===== src/rtl/core/polyline_box_extruder_macros.svh =====
// Assertion macros for the polyline box extruder.
`ifndef POLYLINE_BOX_EXTRUDER_MACROS_SVH
`define POLYLINE_BOX_EXTRUDER_MACROS_SVH
`ifndef SYNTHESIS
// Implication checked at every rising clock edge outside reset.
`define PBE_ASSERT_IMPLY(lbl, ck, rs, ante, cons) \
  lbl: assert property (@(posedge ck) disable iff (rs) (ante) |-> (cons)) \
    else $error("implication check failed");
// Condition that must never hold.
`define PBE_ASSERT_NEVER(lbl, ck, rs, cond) \
  lbl: assert property (@(posedge ck) disable iff (rs) !(cond)) \
    else $error("forbidden condition seen");
`else
`define PBE_ASSERT_IMPLY(lbl, ck, rs, ante, cons)
`define PBE_ASSERT_NEVER(lbl, ck, rs, cond)
`endif
`endif


===== src/rtl/core/pbe_pkg.sv =====
package pbe_pkg;

  localparam int MAX_SEGMENTS    = 4096;
  localparam int COORD_FRAC_BITS = 16;
  localparam int SEG_W           = $clog2(MAX_SEGMENTS + 1);
  localparam int IDX_W           = 15;
  localparam int QDEPTH          = 2;
  localparam int QPTR_W          = 1;
  localparam int LAST_RESULT     = 19;
  localparam int LAST_CORNER     = 7;

  localparam logic [31:0] LINE_WIDTH_RESET = 32'(64'd1 << COORD_FRAC_BITS);

  localparam logic KIND_CORNER = 1'b0;
  localparam logic KIND_TRI    = 1'b1;

  typedef logic signed [31:0] coord_t;
  typedef logic signed [32:0] delta_t;

  // One segment handed from front to back
  typedef struct packed {
    coord_t [2:0]      start_pt;
    coord_t [2:0]      end_pt;
    delta_t [2:0]      delta;
    logic [2:0][30:0]  half_ext;
    logic [IDX_W-1:0]  base;
  } job_t;

  typedef struct packed {
    logic full;
    logic empty;
  } q_status_t;

  typedef enum logic [2:0] {
    N_IDLE, N_SCALE, N_SQUARE, N_SQRT, N_DIV, N_DONE
  } norm_state_t;

  typedef enum logic [3:0] {
    B_IDLE, B_DIR_GO, B_DIR_WAIT, B_RIGHT_GO, B_RIGHT_WAIT,
    B_CROSS_A, B_CROSS_B, B_UP_GO, B_UP_WAIT, B_MUL, B_EMIT
  } back_state_t;

  localparam logic [2:0] TRI_TABLE [0:35] = '{
    3'd0, 3'd1, 3'd2, 3'd0, 3'd2, 3'd3,
    3'd4, 3'd5, 3'd6, 3'd4, 3'd6, 3'd7,
    3'd0, 3'd4, 3'd1, 3'd1, 3'd4, 3'd5,
    3'd2, 3'd6, 3'd3, 3'd3, 3'd6, 3'd7,
    3'd0, 3'd3, 3'd4, 3'd3, 3'd4, 3'd7,
    3'd1, 3'd5, 3'd2, 3'd2, 3'd5, 3'd6
  };

  // Local corner number of vertex j of triangle t
  function automatic logic [2:0] tri_corner(input logic [3:0] t, input logic [1:0] j);
    logic [5:0] idx;
    idx = 6'(t) * 6'd3 + 6'(j);
    return TRI_TABLE[idx];
  endfunction

endpackage


===== src/rtl/core/pbe_front.sv =====
module pbe_front import pbe_pkg::*; (
  input  logic         clk,
  input  logic         rst,
  input  logic [31:0]  line_width,
  input  logic         point_valid,
  output logic         point_ready,
  input  logic         first_point,
  input  logic signed [31:0] point_x,
  input  logic signed [31:0] point_y,
  input  logic signed [31:0] point_z,
  input  q_status_t    qs,
  output logic         push,
  output job_t         push_job
);

  coord_t           prev [3];
  coord_t           bmin [3];
  coord_t           bmax [3];
  logic             have_prev;
  logic [SEG_W-1:0] seg_count;

  coord_t           pt [3];
  coord_t           nmin [3];
  coord_t           nmax [3];
  logic             accept;
  logic             restart;
  logic             seg_full;

  assign pt[0] = point_x;
  assign pt[1] = point_y;
  assign pt[2] = point_z;

  assign point_ready = !qs.full;
  assign accept      = point_valid && point_ready;
  assign restart     = first_point || !have_prev;
  assign seg_full    = seg_count >= SEG_W'(MAX_SEGMENTS);
  assign push        = accept && !restart && !seg_full;

  // Bounds update, half extents and segment delta
  always_comb begin
    logic signed [33:0] span;
    logic [32:0]        half;
    for (int i = 0; i < 3; i++) begin
      nmin[i] = (pt[i] < bmin[i]) ? pt[i] : bmin[i];
      nmax[i] = (pt[i] > bmax[i]) ? pt[i] : bmax[i];
      span = 34'(nmax[i]) - 34'(nmin[i]) + $signed({2'b00, line_width});
      half = 33'(span >>> 1);
      push_job.half_ext[i] = (half[32:31] != 2'b00) ? 31'h7FFF_FFFF : half[30:0];
      push_job.start_pt[i] = prev[i];
      push_job.end_pt[i]   = pt[i];
      push_job.delta[i]    = 33'(pt[i]) - 33'(prev[i]);
    end
    push_job.base = {seg_count[IDX_W-4:0], 3'b000};
  end

  always_ff @(posedge clk) begin
    if (rst) begin
      have_prev <= 1'b0;
      seg_count <= '0;
      for (int i = 0; i < 3; i++) begin
        prev[i] <= '0;
        bmin[i] <= '0;
        bmax[i] <= '0;
      end
    end else if (accept) begin
      if (restart) begin
        have_prev <= 1'b1;
        seg_count <= '0;
        for (int i = 0; i < 3; i++) begin
          prev[i] <= pt[i];
          bmin[i] <= pt[i];
          bmax[i] <= pt[i];
        end
      end else if (!seg_full) begin
        seg_count <= seg_count + SEG_W'(1);
        for (int i = 0; i < 3; i++) begin
          prev[i] <= pt[i];
          bmin[i] <= nmin[i];
          bmax[i] <= nmax[i];
        end
      end
    end
  end

endmodule


===== config.mk =====
export PLATFORM = sky130hd
export DESIGN_NAME = pbe_front
export DESIGN_NICKNAME = d
export VERILOG_FILES = /design/src/rtl/core/polyline_box_extruder_macros.svh /design/src/rtl/core/pbe_pkg.sv /design/src/rtl/core/pbe_front.sv
export SDC_FILE = /design/constraint.sdc
export NUM_CORES = 2
export LEC_CHECK = 0
export BUFFER_PORTS_ARGS = -buffer_cell sky130_fd_sc_hd__buf_2
export CAP_MARGIN = 20
export CORE_MARGIN = 4
export CORE_UTILIZATION = 40
export CTS_BUF_LIST = sky130_fd_sc_hd__clkbuf_16
export CTS_CLUSTER_SIZE = 40
export DETAILED_ROUTE_END_ITERATION = 10
export GPL_TIMING_DRIVEN = 0
export PLACE_DENSITY = 0.71
export SKIP_LAST_GASP = 1
export SLEW_MARGIN = 30
export SYNTH_ARGS = -nofsm -noshare
export SYNTH_HDL_FRONTEND = slang
export SYNTH_SLANG_ARGS = --single-unit

===== constraint.sdc =====
create_clock -name clk -period 16 [get_ports clk]
set_clock_uncertainty 0.1 [all_clocks]
set_input_delay 4.8 -clock clk [delete_from_list [all_inputs] [get_ports clk]]
set_output_delay 4.8 -clock clk [all_outputs]
set_load 0.01 [all_outputs]

==> flow_summary.json <==
{
  "start_kind": "input port",
  "timing.final.ws_setup_ns": 0.150,
  "synth_area_per_cell_um2": 8.70,
  "grt.total_usage_pct": 24.5,
  "ant_nets": 0,
  "clkSlewWorstSetupHoldPaths_ns": 0.06,
  "synth_area_um2": 33300,
  "synthDistinctLibCells": 82,
  "first_global_vias": 28500,
  "slew_headroom_pct": 34.3,
  "start_util_pct": 40.5,
  "cts_buffers": 39,
  "rsz0062_at_grt": "yes",
  "synth_seq_cells": 302,
  "setup_violations": 0,
  "crit_type": "input port to output pin",
  "powerDensity_nw_per_um2": 121,
  "mostFrequentLayoutCells": "inv_1, buf_2, ha_1, a21oi_1, edfxtp_1",
  "post-route-cell-area_um2": 39200,
  "io_buffers": 530,
  "cts_hold_buffers": 0,
  "nets": 5043,
  "hold_path.class": "flop to flop",
  "die_h_um": 296,
  "total_power_uw": 4740,
  "vias": 30300,
  "max_freq_mhz": 63.1,
  "cp_data_required_time_ns": 11.10,
  "setup_tns_ns": 0,
  "place_ws_ns": -1.21,
  "yosysSeqAreaShare_pct": 26.8,
  "synth_edf_count": 288,
  "synth_cells": 3825,
  "dieArea_um2": 87800,
  "grt_pass1_wl_um": 167000,
  "drc": 0,
  "status": "completed",
  "antenna_found_initial": 5,
  "clk_latency_ns": 0.56,
  "tightest_slew_ns": 0.983,
  "drive_gt1_share_pct": 19.7,
  "final_util_pct": 47.7,
  "drtIter0Drc": 2155,
  "vias_per_cell": 5.50,
  "arrival_ns": 10.95,
  "max_cap_violations": 0,
  "globalplace.congestion": 0.946,
  "wl_per_cell_um": 20.4,
  "ir_drop_uv": 69.8,
  "ys_top_cells_by_area": "edfxtp_1, ha_1, inv_1",
  "coreArea_um2": 82200,
  "yosysTopAreaCell": "edfxtp_1",
  "drtPass1Iterations": 5,
  "slew_viol_final": 0,
  "area_growth_pct": 17.9,
  "place_area_um2": 37400,
  "hold_viol": 0,
  "final.period_utilization_pct": 99.1,
  "fp.dieW_um": 296,
  "dpl.hpwl_um": 90900,
  "finalCriticalPeriod_ns": 15.85,
  "rows": 105,
  "cts_tree": "done",
  "p_leak_uw": 0.0184,
  "cp_max_fo": 11,
  "synth_top_area_share_pct": 26.0,
  "yosys_warnings": 0,
  "grt_max_degree": 81,
  "io_pins": 535,
  "grt.overflow.total": 0,
  "htreeDepth": 2,
  "async_flop_share_pct": 0,
  "wl_um": 112000,
  "synth_ff_type": "edfxtp_1",
  "cts_sinks": 302,
  "root_buffer": "clkbuf_16",
  "layout.cells.most_common": "inv_1",
  "cts_buffer_depth": 3,
  "worst_setup_path_end_kind": "output pin"
}
==> Yosys cell counts (37+ instances only) <==
master / number
ha_1: 389
buf_4: 111
xor2_1: 59
and2_1: 95
o21a_1: 38
a21o_1: 168
xnor2_1: 102
nor2_1: 219
nand4_1: 57
inv_1: 552
nand2b_1: 75
fa_1: 102
a21oi_1: 339
nand3_1: 37
clkbuf_1: 117
a22o_1: 160
nor2b_1: 38
nor3_1: 40
nand2_1: 214
edfxtp_1: 288
o21ai_0: 196
==> layer usage <==
metal  track usage, %  vias to the layer above  share of wire (%)
met5                0                        -              0.012
met2             38.8                     1107                 44
met4             9.76                        2                4.3
li1                 -                    14700                  -
met3             4.23                      168                7.4
met1             33.5                    14400                 44
==> what timing repair did <==
action                     CTS  global route
buffers inserted             3            11
setup endpoints to repair   93            91
pin swaps                    3            10
cloned                       0             2
gates resized for setup     61            90
==> final cells by class <==
cell class	count	area, µm²
plain buffers	244	1460
multi-input cells	2727	21200
repair buffers	552	2920
diodes	2	5.00
fillers	8052	43000
clock inverters	28	250
flip-flops and latches	302	8930
inverters	552	2080
clock buffers	41	1030
well taps	1070	1340
==> critical path, stage by stage <==
cell and delay [ns]:
buf_2 0.20, ha_1 0.37, nand4_1 0.20, nor3_2 0.23
nand2_1 0.15, nor2_2 0.20, o2111a_1 0.23, a221oi_2 0.09
nand3_1 0.15, and2_4 0.21, buf_4 0.19, mux2_2 0.39
fa_1 0.50, inv_1 0.04, ha_1 0.28, clkbuf_1 0.22
a211o_1 0.33, o211ai_1 0.13, a21oi_1 0.10, or4b_2 0.64
a21oi_1 0.16, nand2_1 0.08, nor3_1 0.17, a31o_2 0.26
buf_6 0.23, o21ai_0 0.18, buf_2 0.20
==> path summary, 6_finish.rpt <==
path	startpoint	endpoint	slack [ns]	depth (start not counted)
worst max register to register	have_prev$_SDFFE_PP0P_	prev[0][75]$_DFFE_PP_	11.94	9
worst min register to register	have_prev$_SDFFE_PP0P_	have_prev$_SDFFE_PP0P_	0.36	2
worst max-delay path	point_x[31]	push_job[35]	0.15	27
worst min-delay path	have_prev$_SDFFE_PP0P_	have_prev$_SDFFE_PP0P_	0.36	2
==> registers in the layout (all words and copies together), names as in the netlist <==
register and cells:
prev 96, bmin 96, seg_count 13, bmax 96, have_prev 1
==> per-stage QoR <==
| step | hold slack, ns | instances |
|---|---|---|
| after global placement | 0.344 | 5427 |
| after detailed placement | 0.349 | 5434 |
| after global routing | 0.372 | 5518 |
| after floorplan | 0.332 | 3827 |
| final | 0.357 | 5518 |
| after CTS | 0.358 | 5504 |
==> power by group <==
group	internal, µW	switching, µW	total (µW)	leakage (µW)
clock network	541	369	910	0.000645
logic	1130	1750	2880	0.0146
registers	923	29.3	953	0.00318
==> kinds of logic after synthesis <==
| group | after synthesis | synth area share (%) |
|---|---|---|
| xor+xnor | 161 | 4.24 |
| buf+inv | 799 | 10.3 |
| simple gates | 874 | 13.1 |
| compound gates | 1152 | 23.2 |
| flops | 302 | 26.8 |
| other cells | 1 | 0.0113 |
| fa+ha+maj | 491 | 20.8 |
| mux | 45 | 1.47 |
(Power assumes the default switching activity.)
