===== config.mk =====
export PLATFORM = sky130hd
export DESIGN_NAME = pbe_queue
export DESIGN_NICKNAME = d
export VERILOG_FILES = /design/src/rtl/core/polyline_box_extruder_macros.svh /design/src/rtl/core/pbe_pkg.sv /design/src/rtl/core/pbe_queue.sv
export SDC_FILE = /design/constraint.sdc
export NUM_CORES = 1
export LEC_CHECK = 0
export ABC_AREA = 0
export BUFFER_PORTS_ARGS = -buffer_cell sky130_fd_sc_hd__buf_2
export CAP_MARGIN = 30
export CORE_AREA = 2 2 316 318
export DETAILED_ROUTE_END_ITERATION = 12
export DIE_AREA = 0 0 318 320
export PLACE_DENSITY = 0.61
export SLEW_MARGIN = 10
export SYNTH_ARGS = -nofsm -noshare
export SYNTH_HDL_FRONTEND = slang
export SYNTH_SLANG_ARGS = --single-unit

===== constraint.sdc =====
create_clock -name clk -period 30.7 [get_ports clk]
set_input_delay 4.605 -clock clk [delete_from_list [all_inputs] [get_ports clk]]
set_output_delay 4.605 -clock clk [all_outputs]
set_load 0.01 [all_outputs]

===== src/rtl/core/polyline_box_extruder_macros.svh =====
// Assertion macros for the polyline box extruder.
`ifndef POLYLINE_BOX_EXTRUDER_MACROS_SVH
`define POLYLINE_BOX_EXTRUDER_MACROS_SVH
`ifndef SYNTHESIS
// Implication checked at every rising clock edge outside reset.
`define PBE_ASSERT_IMPLY(lbl, ck, rs, ante, cons) \
  lbl: assert property (@(posedge ck) disable iff (rs) (ante) |-> (cons)) \
    else $error("implication check failed");
// Condition that must never hold.
`define PBE_ASSERT_NEVER(lbl, ck, rs, cond) \
  lbl: assert property (@(posedge ck) disable iff (rs) !(cond)) \
    else $error("forbidden condition seen");
`else
`define PBE_ASSERT_IMPLY(lbl, ck, rs, ante, cons)
`define PBE_ASSERT_NEVER(lbl, ck, rs, cond)
`endif
`endif


===== src/rtl/core/pbe_pkg.sv =====
package pbe_pkg;

  localparam int MAX_SEGMENTS    = 4096;
  localparam int COORD_FRAC_BITS = 16;
  localparam int SEG_W           = $clog2(MAX_SEGMENTS + 1);
  localparam int IDX_W           = 15;
  localparam int QDEPTH          = 2;
  localparam int QPTR_W          = 1;
  localparam int LAST_RESULT     = 19;
  localparam int LAST_CORNER     = 7;

  localparam logic [31:0] LINE_WIDTH_RESET = 32'(64'd1 << COORD_FRAC_BITS);

  localparam logic KIND_CORNER = 1'b0;
  localparam logic KIND_TRI    = 1'b1;

  typedef logic signed [31:0] coord_t;
  typedef logic signed [32:0] delta_t;

  // One segment handed from front to back
  typedef struct packed {
    coord_t [2:0]      start_pt;
    coord_t [2:0]      end_pt;
    delta_t [2:0]      delta;
    logic [2:0][30:0]  half_ext;
    logic [IDX_W-1:0]  base;
  } job_t;

  typedef struct packed {
    logic full;
    logic empty;
  } q_status_t;

  typedef enum logic [2:0] {
    N_IDLE, N_SCALE, N_SQUARE, N_SQRT, N_DIV, N_DONE
  } norm_state_t;

  typedef enum logic [3:0] {
    B_IDLE, B_DIR_GO, B_DIR_WAIT, B_RIGHT_GO, B_RIGHT_WAIT,
    B_CROSS_A, B_CROSS_B, B_UP_GO, B_UP_WAIT, B_MUL, B_EMIT
  } back_state_t;

  localparam logic [2:0] TRI_TABLE [0:35] = '{
    3'd0, 3'd1, 3'd2, 3'd0, 3'd2, 3'd3,
    3'd4, 3'd5, 3'd6, 3'd4, 3'd6, 3'd7,
    3'd0, 3'd4, 3'd1, 3'd1, 3'd4, 3'd5,
    3'd2, 3'd6, 3'd3, 3'd3, 3'd6, 3'd7,
    3'd0, 3'd3, 3'd4, 3'd3, 3'd4, 3'd7,
    3'd1, 3'd5, 3'd2, 3'd2, 3'd5, 3'd6
  };

  // Local corner number of vertex j of triangle t
  function automatic logic [2:0] tri_corner(input logic [3:0] t, input logic [1:0] j);
    logic [5:0] idx;
    idx = 6'(t) * 6'd3 + 6'(j);
    return TRI_TABLE[idx];
  endfunction

endpackage


===== src/rtl/core/pbe_queue.sv =====
module pbe_queue import pbe_pkg::*; (
  input  logic      clk,
  input  logic      rst,
  input  logic      push,
  input  job_t      push_job,
  input  logic      pop,
  output job_t      pop_job,
  output q_status_t qs
);

  job_t              mem [QDEPTH];
  logic [QPTR_W-1:0] wptr;
  logic [QPTR_W-1:0] rptr;
  logic [QPTR_W:0]   count;

  assign pop_job  = mem[rptr];
  assign qs.full  = count == (QPTR_W+1)'(QDEPTH);
  assign qs.empty = count == '0;

  always_ff @(posedge clk) begin
    if (push) mem[wptr] <= push_job;
  end

  // Pointers wrap at the queue depth
  always_ff @(posedge clk) begin
    if (rst) begin
      wptr  <= '0;
      rptr  <= '0;
      count <= '0;
    end else begin
      if (push) wptr <= (wptr == QPTR_W'(QDEPTH - 1)) ? '0 : wptr + QPTR_W'(1);
      if (pop)  rptr <= (rptr == QPTR_W'(QDEPTH - 1)) ? '0 : rptr + QPTR_W'(1);
      if (push && !pop)      count <= count + (QPTR_W+1)'(1);
      else if (pop && !push) count <= count - (QPTR_W+1)'(1);
    end
  end

endmodule


==> run_results.csv, run 1 <==
group,metric,value,unit
place,io_buffers,803,
synthesis,synth_largest_area_cell,"edfxtp_1",
clock_tree,clock-sinks,803,
die,die_w,318,um
layout,syn_to_final_growth,28.5,%
worst_setup_path,criticalPathCategory,"flip-flop to output port",
timing,tns,0,ps
die,io_pins,804,
die,coreArea,98000,sq um
layout,final_area,37300,sq um
synthesis,ys_ff_latch,803,
timing,tightest_slew,999,ps
clock_tree,path_clk_slew,50,ps
timing,max_freq,0.111,GHz
timing,relSlewSlack,33.4,%
worst_setup_path,worstPathRequired,26100,ps
clock_tree,cts_tree,"yes",
worst_setup_path,crit_fanout,60,
detailed_routing,drt-total-wl,67900,um
timing,final_hold_viol_count,0,
job,drv_cap,0,
synthesis,syn_nets,1667,
power_and_ir_drop,p_int,1.95,mW
global_route,grt_pass1_wl,99100,um
clock_tree,htreeDepth,3,
global_route,grt_max_degree,145,
power_and_ir_drop,power_frac_comb,10.4,%
power_and_ir_drop,switching_share,22.6,%
synthesis,synth.area.top_cells,"edfxtp_1, mux2_1, mux2_2, buf_6, buf_2",
place,dpl-instance-area,34500,sq um
clock_tree,cts_root_buf,"clkbuf_16",
power_and_ir_drop,switchingPower,571,uW
synthesis,synthCells,1263,
synthesis,syn_area,29000,sq um
worst_setup_path,end_kind,"output port",
clock_tree,clockBufferDepth,3,
layout,fillerInstances,9052,
place,routabilityCongestion,0.821,
die,dieArea,102000,sq um
layout,drive_gt1_share,51.9,%
detailed_routing,viasPerCell,4.31,
die,die_h,320,um
timing,setup_viol,0,
power_and_ir_drop,power_density,67.7,nW/um^2
layout,layout.cells.non_filler,3499,
timing,period_share,29.5,%
die,start_util,29.6,%
detailed_routing,drc,0,
clock_tree,post_cts_buffers,0,
global_route,grt_pass1_vias,16200,
power_and_ir_drop,power.share.sequential,51.4,%
detailed_routing,vias,15100,
run_status,status,"completed",
clock_tree,cts_buffers,85,
clock_tree,cts_hold_buffers,0,
power_and_ir_drop,pwr-share-clk,38.2,%
synthesis,synth_top_area_share,82.6,%
detailed_routing,ant_nets,0,
power_and_ir_drop,leakagePower,13.7,nW
global_route,grt_util_all_layers,12.9,%
timing,final_max_slew_viol_count,0,
global_route,antenna_found_initial,27,
place,dp.cells,3327,
detailed_routing,wl_per_cell,19.4,um
timing,rsz0062_at_grt,"false",
die,std_cell_rows,115,
clock_tree,clk_latency,640,ps
global_route,grt_overflow,0,
layout,fin_nets,2535,
worst_setup_path,arrival,4440,ps
detailed_routing,first_pass_iters,5,
worst_hold_path,hold_path_class,"flip-flop to flip-flop",
synthesis,yosysSeqAreaShare,82.9,%
timing,period_minus_slack,9050,ps
worst_setup_path,critPathLaunchType,"flip-flop",
power_and_ir_drop,ir_drop,0.0552,mV
synthesis,syn_avg_cell_area,23.0,sq um
timing,skew,23.5,ps
place,dpl.hpwl,48300,um
detailed_routing,drtIter0Drc,924,
synthesis,yosysWarnings,0,
synthesis,ys_types,17,
clock_tree,cts_resized,0,
==> cell usage in the layout, fill, tap and decap left out <==
cell type,count
buf_12,1
buf_2,803
clkinv_1,18
a21oi_1,1
mux2_2,199
clkbuf_1,22
and2_4,1
clkinv_8,3
dfxtp_4,1
nor2b_4,1
clkinv_2,12
inv_1,1
nor2_1,5
xor2_1,2
clkbuf_16,86
edfxtp_1,798
mux2_1,200
clkinvlp_4,3
buf_16,7
dfxtp_1,4
xnor2_1,2
bufinv_16,5
inv_6,3
ha_1,1
or3_1,1
o21ai_0,1
nor2b_1,1
buf_4,14
diode_2,14
clkinv_4,2
==> per-layer routing <==
| metal | wire [um] | GRT usage [%] |
|---|---|---|
| met1 | 23900 | 13.1 |
| met2 | 35100 | 22.7 |
| met3 | 6760 | 5.46 |
| met4 | 2120 | 5.99 |
| met5 | 134 | 0 |
==> path summary, 6_finish.rpt <==
| path | start | to | slack [ps] | cells past startpoint |
|---|---|---|---|---|
| worst max-delay path | flip-flop | pop_job[255] | 21650 | 6 |
| worst min-delay path | count[1] | count[1] | 500 | 2 |
| worst max register to register | wptr | mem[1][215] | 26770 | 5 |
| worst min register to register | count[1] | count[1] | 500 | 2 |
==> power by group through the flow <==
| stage | clock (mW) | combinational, mW | sequential (mW) |
|---|---|---|---|
| 3_3_place_gp | 0 | 0.256 | 1.32 |
| 2_1_floorplan | 0 | 0.140 | 1.35 |
| 3_5_place_dp | 0 | 0.263 | 1.32 |
| 5_1_grt | 1.04 | 0.281 | 1.30 |
| 4_1_cts | 0.994 | 0.265 | 1.30 |
| 6_report | 0.964 | 0.262 | 1.30 |
==> synth_stat cells (all sizes together) <==
cell type  number
edfxtp        798
mux2          399
buf            44
dfxtp           5
nor2            5
nor2b           2
xnor2           2
xor2            2
a21oi           1
and2            1
ha              1
inv             1
o21ai           1
or3             1
==> layout make-up <==
class | instances | area [sq um] | area share [%]
inverters | 1 | 3.75 | 0.0101
clock inverters | 46 | 393 | 1.05
multi-input cells | 415 | 4600 | 12.3
well taps | 1287 | 1610 | 4.32
flip-flops and latches | 803 | 24100 | 64.5
clock buffers | 108 | 2230 | 5.99
diodes | 14 | 35.0 | 0.0940
repair buffers | 825 | 4340 | 11.6
==> metrics by stage <==
step                      setup WS [ps]  hold slack, ps  power (mW)  utilization (%)
final                             21650             501        2.52             38.1
after global routing              21380             543        2.62             38.0
after CTS                         21510             505        2.56             37.9
after detailed placement          22110             497        1.58             35.2
after global placement            22180             477        1.58             35.1
after floorplan                    7750             461        1.49                -
==> cell families (layout without fill, tap and decap cells) <==
family / Yosys count / after routing / synth area share, %
flip-flops: 803 / 803 / 82.9
multiplexers: 399 / 399 / 15.5
buffers and inverters: 45 / 980 / 1.25
AND/OR/NAND/NOR: 9 / 9 / 0.151
XOR/XNOR: 4 / 4 / 0.121
AO/OA/AOI/OAI: 2 / 2 / 0.0345
adder cells (fa/ha/maj): 1 / 1 / 0.0431
other: 0 / 14 / 0
==> worst max-delay path, stage by stage, from the launching register on <==
cell	delay, ps
dfxtp_4	850
buf_4	750
buf_4	520
buf_16	310
buf_4	660
mux2_1	420
buf_2	150
==> registers in the layout, summed over array words and instances (netlist names), named ones only <==
register and cells:
count 2, mem 798, wptr 1, rptr 1
Power figures use the tool's default switching activity.
==> run 2, diff against run 1 <==
--- a/config.mk
+++ b/config.mk
@@ -11,7 +11,7 @@
 export CORE_AREA = 2 2 316 318
 export DETAILED_ROUTE_END_ITERATION = 12
 export DIE_AREA = 0 0 318 320
-export PLACE_DENSITY = 0.61
+export PLACE_DENSITY = 0.63
 export SLEW_MARGIN = 10
 export SYNTH_ARGS = -nofsm -noshare
 export SYNTH_HDL_FRONTEND = slang
==> constraint.sdc (replaced) <==
create_clock -name clk -period 7.4 [get_ports clk]
set_input_delay 1.11 -clock clk [delete_from_list [all_inputs] [get_ports clk]]
set_output_delay 1.11 -clock clk [all_outputs]
set_load 0.01 [all_outputs]
==> run_results.csv, run 2 (synthesis results as in run 1) <==
group,metric,value,unit
run_status,status,"completed",
timing,tightest_slew,1090,ps
layout,final_area,37200,sq um
detailed_routing,ant_nets,0,
layout,fin_nets,2532,
detailed_routing,drtIter0Drc,740,
worst_setup_path,cpMaxStageDelayCell,"buf_12",
worst_setup_path,r2r_end,"mem[1][85]",
global_route,grt_overflow,0,
layout,top_register,"mem",
place,routabilityCongestion,0.821,
timing,max_freq,0.253,GHz
worst_hold_path,min_path_cells,2,
timing,fin_ws,3450,ps
timing,setup_viol,0,
die,io_pins,804,
worst_setup_path,reg2reg_from,"wptr",
timing,period_minus_slack,3950,ps
worst_setup_path,reg2regPathDepth,2,
layout,final_common_cell,"buf_2",
clock_tree,clock-sinks,803,
timing,rsz0062_at_grt,"false",
layout,largest_register_ffs,798,
clock_tree,path_clk_slew,50,ps
clock_tree,clk_latency,630,ps
worst_setup_path,ff2ff_setup_slack,4890,ps
detailed_routing,drt-total-wl,66400,um
worst_setup_path,crit_chain,"buf_16, buf_12, mux2_2, buf_2",
die,coreArea,98000,sq um
worst_setup_path,path_delay_family,"buffers and inverters",
place,dpl.hpwl,45900,um
power_and_ir_drop,leakagePower,13.7,nW
die,std_cell_rows,115,
place,dpl-instance-area,34500,sq um
global_route,grt_pass1_wl,97000,um
place,dp_slack,3800,ps
worst_setup_path,crit_buf_inv,3,
clock_tree,clockBufferDepth,3,
layout,reg_top3,"mem x798, count x2",
clock_tree,cts_tree,"yes",
detailed_routing,first_pass_iters,5,
worst_setup_path,critPathLaunchType,"flip-flop",
clock_tree,cts_resized,0,
detailed_routing,drc,0,
worst_setup_path,crit_fanout,148,
worst_setup_path,criticalPathCategory,"flip-flop to output port",
clock_tree,post_cts_buffers,0,
detailed_routing,vias,14900,
clock_tree,htreeDepth,3,
clock_tree,cts_root_buf,"clkbuf_16",
timing,final_max_slew_viol_count,0,
global_route,grt_pass1_vias,16100,
global_route,antenna_found_initial,26,
worst_setup_path,slowest_delay,480,ps
worst_hold_path,holdPathEnd,"count[1]",
die,dieArea,102000,sq um
power_and_ir_drop,power_density,280,nW/um^2
worst_hold_path,min_from,"count[1]",
die,start_util,29.6,%
timing,relSlewSlack,27.1,%
timing,skew,16.9,ps
worst_setup_path,arrival,2840,ps
clock_tree,cts_hold_buffers,0,
worst_setup_path,worstPathRequired,6290,ps
global_route,grt_max_degree,151,
die,die_w,318,um
layout,syn_to_final_growth,28.0,%
timing,final_hold_viol_count,0,
layout,drive_gt1_share,51.9,%
clock_tree,cts_buffers,86,
detailed_routing,viasPerCell,4.28,
detailed_routing,wl_per_cell,19.0,um
timing,period_share,53.4,%
job,drv_cap,0,
global_route,grt_util_all_layers,12.6,%
worst_hold_path,hold_path_class,"flip-flop to flip-flop",
die,die_h,320,um
place,io_buffers,803,
layout,mostFrequentLayoutCells,"buf_2, edfxtp_1, mux2_1",
worst_setup_path,end_kind,"output port",
power_and_ir_drop,ir_drop,0.207,mV
## run 2: layout make-up
cell class	count	area [sq um]
antenna	12	30.0
clock buffer	110	2260
clock inverter	41	330
fill	8996	60800
inverter	1	3.75
multi-input combinational	415	4600
sequential	803	24100
tap	1287	1610
timing repair buffer	821	4250
## run 2: metal layers
layer  track usage [%]  part of all wire, %
met1              12.6                   35
met2              22.6                   52
met3              5.59                  9.9
met4              5.17                  2.7
met5                 0                 0.29
## run 2: where the power goes
part           internal [mW]  switching [mW]
Clock                   2.24            1.70
Combinational          0.459           0.619
Sequential              5.32          0.0563
## run 2: worst max-delay path by stage
stage	start	to	slack, ps	cells past startpoint
after floorplan	push	mem[0][0]	-100	1
after global placement	flip-flop	pop_job[10]	3830	3
after detailed placement	flip-flop	pop_job[10]	3800	3
after CTS	flip-flop	pop_job[10]	3040	3
after global routing	flip-flop	pop_job[10]	3270	4
final	flip-flop	pop_job[10]	3450	4
## run 2: metrics by stage
step                instances  hold slack, ps  setup TNS (ps)  power, mW  util, %
detailed placement       3326             520               0       6.56     35.2
floorplan                1263             461          -41610       6.08        -
finish                   3490             532               0       10.4     37.9
global route             3485             570               0       10.8     37.9
CTS                      3477             531               0       10.6     37.9
global placement         3326             478               0       6.53     35.2
## run 2: worst min-delay path, stage by stage, from the launching register on
cell	delay, ps
dfxtp_1	330
o21ai_0	90
a21oi_1	70
